<file path="src/design/gsqm_pkg.sv">
// shared types and constants for the golden-section quadratic minimum search
package gsqm_pkg;

  localparam int DATA_W = 32;               // Q-format operand width
  localparam int TOL_W = 31;                // tolerance width
  localparam int RND_OUT_W = 7;             // width of the reported round count
  localparam int MUL_W = 32;                // shared multiplier operand width
  localparam int PROD_W = 2 * MUL_W;        // shared multiplier product width
  localparam int VAL_W = 96;                // exact polynomial value width
  localparam int MAX_ROUNDS_DEF = 64;
  localparam int FRAC_BITS_DEF = 16;

  // 1/phi with 32 fraction bits, rounded
  localparam logic [MUL_W-1:0] INV_PHI = 32'd2654435769;

  // operand pair for the shared multiplier
  typedef struct packed {
    logic [MUL_W-1:0] op_a;
    logic [MUL_W-1:0] op_b;
  } mul_req_t;

endpackage

</file>
<file path="src/design/gsqm_mul.sv">
// shared unsigned 32x32 multiplier with registered product
module gsqm_mul (
  input  logic                         clk,
  input  gsqm_pkg::mul_req_t           req,
  output logic [gsqm_pkg::PROD_W-1:0]  prod_r
);

  always_ff @(posedge clk) begin
    prod_r <= gsqm_pkg::PROD_W'(req.op_a) * gsqm_pkg::PROD_W'(req.op_b);
  end

endmodule

</file>
<file path="src/design/golden_section_quadratic_min.sv">
// saturating floor shift of the exact polynomial value down to the output format
module gsqm_sat (
  input  logic signed [gsqm_pkg::VAL_W-1:0]  val,
  input  logic [5:0]                         shift,
  output logic signed [gsqm_pkg::DATA_W-1:0] res,
  output logic                               sat
);

  logic signed [gsqm_pkg::VAL_W-1:0] v;
  logic                              fits;

  // floor shift, then clip to the signed 32-bit range
  always_comb begin
    v = val >>> shift;
    fits = (v[gsqm_pkg::VAL_W-1:gsqm_pkg::DATA_W-1] == '0) ||
           (v[gsqm_pkg::VAL_W-1:gsqm_pkg::DATA_W-1] == '1);
    sat = !fits;
    if (fits) begin
      res = v[gsqm_pkg::DATA_W-1:0];
    end else if (v[gsqm_pkg::VAL_W-1]) begin
      res = {1'b1, {(gsqm_pkg::DATA_W-1){1'b0}}};
    end else begin
      res = {1'b0, {(gsqm_pkg::DATA_W-1){1'b1}}};
    end
  end

endmodule

</file>
<file path="src/design/golden_section_quadratic_min_core.sv">
// top level: golden-section search for the minimum of a*x^2 + b*x + c
// A transfer on the input channel loads an interval [lower_end, upper_end] (either order) and
// the coefficients a, b, c, all signed fixed point with FRAC_BITS fraction bits, plus a
// tolerance. The block narrows the interval by golden-section rounds until its width is at
// most the tolerance or MAX_ROUNDS rounds have run, then returns the midpoint of the final
// interval, the polynomial value there (floor to FRAC_BITS fraction bits, clipped to 32
// bits with value_saturated set), the number of rounds and a converged flag. Polynomial
// values are formed exactly (Horner form, 96-bit) so the comparisons are exact; equal
// values move the lower end. All arithmetic goes through one registered 32x32 multiplier
// under a small sequencer. Each round runs the width check, the step product, the two
// polynomial evaluations and the compare; after the closing width check come the midpoint
// evaluation and the output step, and the idle state takes the transfer. Each evaluation
// makes three multiplier passes. One item is in flight at a time: in_ready is high only
// while the sequencer is idle. A finished result waits in the output register until its
// transfer and does not block the next input transfer; the sequencer only holds at its
// last step if the old result is still waiting.
module golden_section_quadratic_min_core #(
  parameter int MAX_ROUNDS = gsqm_pkg::MAX_ROUNDS_DEF,
  parameter int FRAC_BITS = gsqm_pkg::FRAC_BITS_DEF
) (
  input  logic                                clk,
  input  logic                                rst_n,
  // input channel
  input  logic                                in_valid,
  output logic                                in_ready,
  input  logic signed [gsqm_pkg::DATA_W-1:0]  in_lower_end,
  input  logic signed [gsqm_pkg::DATA_W-1:0]  in_upper_end,
  input  logic signed [gsqm_pkg::DATA_W-1:0]  in_coef_quadratic,
  input  logic signed [gsqm_pkg::DATA_W-1:0]  in_coef_linear,
  input  logic signed [gsqm_pkg::DATA_W-1:0]  in_coef_constant,
  input  logic [gsqm_pkg::TOL_W-1:0]          in_tolerance,
  // result channel
  output logic                                out_valid,
  input  logic                                out_ready,
  output logic signed [gsqm_pkg::DATA_W-1:0]  out_argmin_point,
  output logic signed [gsqm_pkg::DATA_W-1:0]  out_min_value,
  output logic [gsqm_pkg::RND_OUT_W-1:0]      out_rounds_used,
  output logic                                out_converged,
  output logic                                out_value_saturated
);

  localparam int DW = gsqm_pkg::DATA_W;
  localparam int VW = gsqm_pkg::VAL_W;
  localparam int PW = gsqm_pkg::PROD_W;
  localparam int MW = gsqm_pkg::MUL_W;
  localparam int RND_W = $clog2(MAX_ROUNDS + 1);

  // sequencer states; E_* steps form one polynomial evaluation at x_r
  typedef enum logic [3:0] {
    S_IDLE,
    S_CHECK,
    S_STEP,
    E_M1,
    E_H,
    E_ML,
    E_MH,
    E_SUM,
    E_FIN,
    S_CMP,
    S_OUT
  } state_t;

  // which point the running evaluation belongs to
  typedef enum logic [1:0] {
    PH_X1,
    PH_X2,
    PH_MID
  } phase_t;

  state_t state_r, state_nxt;
  phase_t phase_r, phase_nxt;

  // working interval and held item
  logic signed [DW-1:0]  s_r, s_nxt;
  logic signed [DW-1:0]  e_r, e_nxt;
  logic signed [DW-1:0]  a_r, a_nxt;
  logic signed [DW-1:0]  b_r, b_nxt;
  logic signed [DW-1:0]  c_r, c_nxt;
  logic [gsqm_pkg::TOL_W-1:0] tol_r, tol_nxt;
  logic [RND_W-1:0]      rnd_r, rnd_nxt;
  logic                  conv_r, conv_nxt;

  // round datapath
  logic                  d_neg_r, d_neg_nxt;
  logic signed [DW-1:0]  x_r, x_nxt;      // point under evaluation
  logic signed [DW-1:0]  x1_r, x1_nxt;
  logic signed [DW-1:0]  x2_r, x2_nxt;
  logic [PW-1:0]         h_mag_r, h_mag_nxt;
  logic                  h_neg_r, h_neg_nxt;
  logic [VW-1:0]         acc_r, acc_nxt;
  logic signed [VW-1:0]  f1_r, f1_nxt;
  logic signed [VW-1:0]  val_r, val_nxt;

  // output register
  logic                  out_valid_r, out_valid_nxt;
  logic signed [DW-1:0]  out_arg_r, out_arg_nxt;
  logic signed [DW-1:0]  out_val_r, out_val_nxt;
  logic [gsqm_pkg::RND_OUT_W-1:0] out_rnd_r, out_rnd_nxt;
  logic                  out_conv_r, out_conv_nxt;
  logic                  out_sat_r, out_sat_nxt;

  // shared multiplier
  gsqm_pkg::mul_req_t    mul_req;
  logic [PW-1:0]         prod_r;

  // combinational helpers
  logic signed [DW:0]    diff;
  logic [DW-1:0]         width;
  logic signed [DW:0]    mid_sum;
  logic [DW-1:0]         x_mag;
  logic [DW-1:0]         a_mag;
  logic [DW-1:0]         step;
  logic signed [PW-1:0]  ax_signed;
  logic signed [PW-1:0]  h_val;
  logic [VW-1:0]         mag_sum;
  logic signed [VW-1:0]  c_term;
  logic signed [DW-1:0]  sat_res;
  logic                  sat_flag;
  logic                  in_xfer;
  logic                  out_free;

  gsqm_mul u_mul (
    .clk    (clk),
    .req    (mul_req),
    .prod_r (prod_r)
  );

  gsqm_sat u_sat (
    .val   (val_r),
    .shift (6'(2 * FRAC_BITS)),
    .res   (sat_res),
    .sat   (sat_flag)
  );

  assign in_ready = (state_r == S_IDLE);
  assign in_xfer = in_valid && in_ready;
  assign out_free = !out_valid_r || out_ready;

  assign out_valid = out_valid_r;
  assign out_argmin_point = out_arg_r;
  assign out_min_value = out_val_r;
  assign out_rounds_used = out_rnd_r;
  assign out_converged = out_conv_r;
  assign out_value_saturated = out_sat_r;

  // width, midpoint and magnitudes
  always_comb begin
    diff = {e_r[DW-1], e_r} - {s_r[DW-1], s_r};
    width = diff[DW] ? DW'(-diff) : diff[DW-1:0];
    mid_sum = {s_r[DW-1], s_r} + {e_r[DW-1], e_r};
    x_mag = x_r[DW-1] ? (~x_r + 1'b1) : x_r;
    a_mag = a_r[DW-1] ? (~a_r + 1'b1) : a_r;
    step = prod_r[PW-1:MW];
    // a*x signed from the magnitude product, then add b shifted to the x^1 scale
    ax_signed = (a_r[DW-1] ^ x_r[DW-1]) ? -$signed(prod_r) : $signed(prod_r);
    h_val = ax_signed + ($signed(PW'(b_r)) <<< FRAC_BITS);
    // high partial product lands 32 bits up
    mag_sum = acc_r + {prod_r, {MW{1'b0}}};
    c_term = $signed(VW'(c_r)) <<< (2 * FRAC_BITS);
  end

  // multiplier operand selection, product is registered and shows up in the next cycle
  always_comb begin
    mul_req = '0;
    case (state_r)
      S_CHECK: begin
        mul_req.op_a = width;
        mul_req.op_b = gsqm_pkg::INV_PHI;
      end
      E_M1: begin
        mul_req.op_a = a_mag;
        mul_req.op_b = x_mag;
      end
      E_ML: begin
        mul_req.op_a = h_mag_r[MW-1:0];
        mul_req.op_b = x_mag;
      end
      E_MH: begin
        mul_req.op_a = h_mag_r[PW-1:MW];
        mul_req.op_b = x_mag;
      end
      default: begin
        mul_req = '0;
      end
    endcase
  end

  // sequencer
  always_comb begin
    state_nxt = state_r;
    phase_nxt = phase_r;
    s_nxt = s_r;
    e_nxt = e_r;
    a_nxt = a_r;
    b_nxt = b_r;
    c_nxt = c_r;
    tol_nxt = tol_r;
    rnd_nxt = rnd_r;
    conv_nxt = conv_r;
    d_neg_nxt = d_neg_r;
    x_nxt = x_r;
    x1_nxt = x1_r;
    x2_nxt = x2_r;
    h_mag_nxt = h_mag_r;
    h_neg_nxt = h_neg_r;
    acc_nxt = acc_r;
    f1_nxt = f1_r;
    val_nxt = val_r;
    out_valid_nxt = out_valid_r;
    out_arg_nxt = out_arg_r;
    out_val_nxt = out_val_r;
    out_rnd_nxt = out_rnd_r;
    out_conv_nxt = out_conv_r;
    out_sat_nxt = out_sat_r;

    // result transfer frees the output register
    if (out_valid_r && out_ready) begin
      out_valid_nxt = 1'b0;
    end

    case (state_r)
      S_IDLE: begin
        if (in_xfer) begin
          s_nxt = in_lower_end;
          e_nxt = in_upper_end;
          a_nxt = in_coef_quadratic;
          b_nxt = in_coef_linear;
          c_nxt = in_coef_constant;
          tol_nxt = in_tolerance;
          rnd_nxt = '0;
          state_nxt = S_CHECK;
        end
      end
      S_CHECK: begin
        // step product |d| * INV_PHI is issued here regardless
        d_neg_nxt = diff[DW];
        if (width <= DW'(tol_r) || rnd_r == RND_W'(MAX_ROUNDS)) begin
          conv_nxt = (width <= DW'(tol_r));
          x_nxt = mid_sum[DW:1];
          phase_nxt = PH_MID;
          state_nxt = E_M1;
        end else begin
          state_nxt = S_STEP;
        end
      end
      S_STEP: begin
        // interior points at 1/phi of the width from each end
        if (d_neg_r) begin
          x1_nxt = e_r + step;
          x2_nxt = s_r - step;
          x_nxt = e_r + step;
        end else begin
          x1_nxt = e_r - step;
          x2_nxt = s_r + step;
          x_nxt = e_r - step;
        end
        phase_nxt = PH_X1;
        state_nxt = E_M1;
      end
      E_M1: begin
        state_nxt = E_H;
      end
      E_H: begin
        // sign of h*x comes from both factors
        h_neg_nxt = h_val[PW-1] ^ x_r[DW-1];
        h_mag_nxt = h_val[PW-1] ? PW'(-h_val) : h_val;
        state_nxt = E_ML;
      end
      E_ML: begin
        state_nxt = E_MH;
      end
      E_MH: begin
        acc_nxt = VW'(prod_r);
        state_nxt = E_SUM;
      end
      E_SUM: begin
        acc_nxt = mag_sum;
        state_nxt = E_FIN;
      end
      E_FIN: begin
        val_nxt = (h_neg_r ? -$signed(acc_r) : $signed(acc_r)) + c_term;
        case (phase_r)
          PH_X1: begin
            f1_nxt = (h_neg_r ? -$signed(acc_r) : $signed(acc_r)) + c_term;
            x_nxt = x2_r;
            phase_nxt = PH_X2;
            state_nxt = E_M1;
          end
          PH_X2: begin
            state_nxt = S_CMP;
          end
          default: begin
            state_nxt = S_OUT;
          end
        endcase
      end
      S_CMP: begin
        // ties move the lower end
        if (!(f1_r < val_r)) begin
          s_nxt = x1_r;
        end else begin
          e_nxt = x2_r;
        end
        rnd_nxt = rnd_r + 1'b1;
        state_nxt = S_CHECK;
      end
      S_OUT: begin
        if (out_free) begin
          out_valid_nxt = 1'b1;
          out_arg_nxt = x_r;
          out_val_nxt = sat_res;
          out_rnd_nxt = gsqm_pkg::RND_OUT_W'(rnd_r);
          out_conv_nxt = conv_r;
          out_sat_nxt = sat_flag;
          state_nxt = S_IDLE;
        end
      end
      default: begin
        state_nxt = S_IDLE;
      end
    endcase
  end

  // state, datapath and output registers
  always_ff @(posedge clk) begin
    if (!rst_n) begin
      state_r <= S_IDLE;
      phase_r <= PH_X1;
      out_valid_r <= 1'b0;
    end else begin
      state_r <= state_nxt;
      phase_r <= phase_nxt;
      out_valid_r <= out_valid_nxt;
    end
    s_r <= s_nxt;
    e_r <= e_nxt;
    a_r <= a_nxt;
    b_r <= b_nxt;
    c_r <= c_nxt;
    tol_r <= tol_nxt;
    rnd_r <= rnd_nxt;
    conv_r <= conv_nxt;
    d_neg_r <= d_neg_nxt;
    x_r <= x_nxt;
    x1_r <= x1_nxt;
    x2_r <= x2_nxt;
    h_mag_r <= h_mag_nxt;
    h_neg_r <= h_neg_nxt;
    acc_r <= acc_nxt;
    f1_r <= f1_nxt;
    val_r <= val_nxt;
    out_arg_r <= out_arg_nxt;
    out_val_r <= out_val_nxt;
    out_rnd_r <= out_rnd_nxt;
    out_conv_r <= out_conv_nxt;
    out_sat_r <= out_sat_nxt;
  end

endmodule

</file>
<file path="config.mk">
export PLATFORM = sky130hd
export DESIGN_NAME = golden_section_quadratic_min_core
export DESIGN_NICKNAME = d
export VERILOG_FILES = /design/src/design/gsqm_pkg.sv /design/src/design/gsqm_mul.sv /design/src/design/golden_section_quadratic_min.sv /design/src/design/golden_section_quadratic_min_core.sv
export SDC_FILE = /design/constraint.sdc
export NUM_CORES = 2
export LEC_CHECK = 0
export BUFFER_PORTS_ARGS = -buffer_cell sky130_fd_sc_hd__buf_2
export CORE_ASPECT_RATIO = 1.75
export CORE_MARGIN = 4
export CORE_UTILIZATION = 30
export CTS_CLUSTER_DIAMETER = 50
export CTS_CLUSTER_SIZE = 25
export DETAILED_ROUTE_END_ITERATION = 10
export MAX_ROUTING_LAYER = met4
export PLACE_DENSITY_LB_ADDON = 0.15
export SYNTH_ARGS = -nofsm -noshare
export SYNTH_HDL_FRONTEND = slang
export SYNTH_HIERARCHICAL = 1
export SYNTH_SLANG_ARGS = --single-unit
</file>
<file path="constraint.sdc">
create_clock -name clk -period 13.1 [get_ports clk]
set_clock_uncertainty 0.2 [all_clocks]
set_input_delay 1.31 -clock clk [delete_from_list [all_inputs] [get_ports clk]]
set_output_delay 1.31 -clock clk [all_outputs]
set_load 0.1 [all_outputs]
</file>
==> metrics <==
worst slack, placed=approximately 0.45 ns; clock share of power=between 10% and 20%; most frequent cells in the layout=inv_1 (1,187), nand2_1 (1,161), fa_1 (903); Reg power frac=14.3%; crit path kind=register to register; combinational group share of total power=around 75%; final wirelength=between 300 and 400 mm; switching power total=17,300 uW; CP max-delay cell=fa_1; Initial DRC Count=approximately 4,700; most repeated library cell on the critical path=fa_1; highest cell delay on the worst timing path=0.64 ns; required time of the worst setup path=between 10 and 15 ns; count of non-filler cells in the finished layout=14,408; highest clock rate=between 0.08 and 0.09 GHz; post-synth top area share=between 20 and 25%; clock period minus worst slack=about 12 ns; initial antenna violation count=15; total instance count after detailed placement=between 10,000 and 15,000; post-CTS clock slew at the launch and capture registers of the worst setup and hold paths=~0.080 ns; biggest area contributors in the synthesized netlist=edfxtp_1 (23%), fa_1 (19%), ha_1 (9.1%), inv_1 (4.7%), nand2_1 (4.6%); leakage power figure=roughly 0.045 uW; clk_lat worst skew=0.76 ns; proportion of synthesized chip area in sequential cells=24.2%; worst max-slew margin expressed relative to the limit=5.29%; RSZ-0062 raised after global routing=no; Peak supply drop=277 uV; most common cell after layout, fill and taps aside=inv_1; clock root cell=clkbuf_16; synthesis-to-finish area growth=10.5%; type of the tightest min-delay check=register to register; CTS tree=yes; count of input and output buffers=roughly 270; die boundary width=roughly 430 um; Final Slew Violations=0; Post-Route Utilization=approximately a third; layout net count=11,973; die outline height=between 700 and 800 um; remaining global-route overflow=0; share of final-layout standard cells stronger than drive strength 1=about a tenth; endpoint class of the critical path=register; number of hold-slack violations in the final timing report=0; cell area after synthesis=approximately 0.095 mm^2; pin count of the biggest net entering global routing=about 160; Placed Area=a little over 0.1 mm^2; element type at the critical path start=register; Arrival @ worst endpoint=between 10 and 15 ns; I/O Pins=270; full die area=0.327 mm^2; cell count after synthesis=10,117; number of routed nets with antenna violations=0; initial core utilization=30.2%; worst setup slack after layout=0.606 ns; status=finished, final reports clean; total internal power=roughly 13,000 uW; most common flop cell mapped by yosys=edfxtp_1; Fin Setup TNS=0 ns; syn_area_per_cell=9.42 um^2; Power Density=a little under 300 mW/mm^2; max capacitance violation total=0; routed len/inst=between 20 and 30 um; final setup fails=0; worst-margin pin slew=~1.4 ns; routed vias=approximately 76,000; clk sinks=slightly below 800; switching share of power=a little under three fifths; number of optimization iterations in the first detailed-route pass=8; area inside the core boundary=between 0.3 and 0.4 mm^2; Total Routing Usage GR=a little under a quarter; detailed-route vias per instance=around 5.3; CP max FO=16; total CTS buffers=approximately 100; total non-filler cell area in the finished layout=approximately 0.11 mm^2; hpwl dp=between 300 and 400 mm; RePlAce Congestion=0.948; crit-path leading delay family=adder cells; sum of buffers and inverters on the critical path=4; # hold bufs at CTS=0; number of levels in the clock H-tree=3; number of different library cells in the post-synthesis netlist=137; row count=273; Seq cells post-synth=793; largest buffer count on any clock path=3; post-synth top area cell=edfxtp_1; Post-route DRC=0; Synth async-reset ratio=0%; share of the clock period used by the worst path=95.4%; number of flops mapped to enable cells by yosys=722; global-route wire length before repair=between 500 and 600 mm; via count of the first global-routing pass=between 80,000 and 90,000; Yosys Warn Count=6
registers in the layout, indices dropped and copies added, names as in the netlist, 4 cells and up:
register          count
out_argmin_point     32
a_r                  32
c_r                  32
x1_r                 32
state_r               4
s_r                  32
x2_r                 32
e_r                  32
h_mag_r              64
val_r                96
b_r                  32
acc_r                96
f1_r                 96
out_min_value        32
out_rounds_used       7
u_mul/prod_r         64
rnd_r                 7
x_r                  32
tol_r                31
power groups by stage:
stage          clock network (uW)  logic [uW]  registers [uW]
2_1_floorplan                   0       14400            4180
3_3_place_gp                    0       23200            4440
3_5_place_dp                    0       23200            4440
4_1_cts                      3270       23400            4390
5_1_grt                      3370       25000            4420
6_report                     3190       23100            4390
Yosys cell counts, types with 24 or more instances:
library cell	instances
inv_1	1188
nand2_1	1165
fa_1	903
edfxtp_1	722
ha_1	696
and2_1	662
a21oi_1	513
nor2_1	469
o21ai_0	417
xnor2_1	413
clkbuf_1	400
xor2_1	242
a21o_1	218
nand3_1	119
mux4_2	117
nor3_1	108
nand4_1	107
mux2i_1	91
o31ai_1	87
nand2b_1	76
dfxtp_1	71
buf_2	63
a31oi_1	61
a211oi_1	59
and3_1	56
nor2b_1	56
mux2_2	55
o21bai_1	55
or3_1	55
o21a_1	50
or2_2	46
nor4_1	43
or4_1	42
a22oi_1	40
o211ai_1	40
o41ai_1	35
a221o_1	28
o22ai_1	27
a222oi_1	26
buf_1	26
a22o_1	24
logic make-up after synthesis:
group	share of synthesized area, %
simple gates	16.4
compound gates	13.7
buf+inv	7.03
fa+ha+maj	28.1
flops	24.2
xor+xnor	6.04
mux	4.54
other cells	0.00788
area by class of cell:
type,count,area (um^2)
Antenna cell,13,32.5
Clock buffer,107,2660
Clock inverter,90,1250
Fill cell,32545,211000
Inverter,1198,4510
Multi-Input combinational cell,7624,65800
Sequential cell,793,23100
Tap cell,4125,5160
Timing Repair Buffer,458,2800
per-layer routing:
layer / part of all wire (%) / routed length [um] / up-vias / track usage [%]
li1: - / - / 34774 / -
met1: 35 / 133000 / 38755 / 23.7
met2: 54 / 207000 / 2188 / 43.8
met3: 3.3 / 12400 / 776 / 1.80
met4: 7.9 / 30000 / 0 / 14.6
met5: 0 / 0 / - / -
metrics by stage:
stage	power, uW	hold slack, ns
floorplan	18500	0.200
global placement	27600	0.221
detailed placement	27600	0.213
CTS	31000	0.262
global route	32800	0.283
finish	30700	0.252
final timing paths:
check,slack [ns],cells after the start,end,start
setup / recovery,0.61,35,u_mul/prod_r[60],s_r[0]
hold / removal,0.25,0,out_converged,conv_r
setup reg to reg,0.61,35,u_mul/prod_r[60],s_r[0]
hold reg to reg,0.25,0,out_converged,conv_r
what timing repair did:
action / in CTS / in global routing
setup buffers: 0 / 0
gates resized for setup: 0 / 3
setup endpoints to repair: 0 / 17
Note: power is estimated with default switching activity, not from simulation.
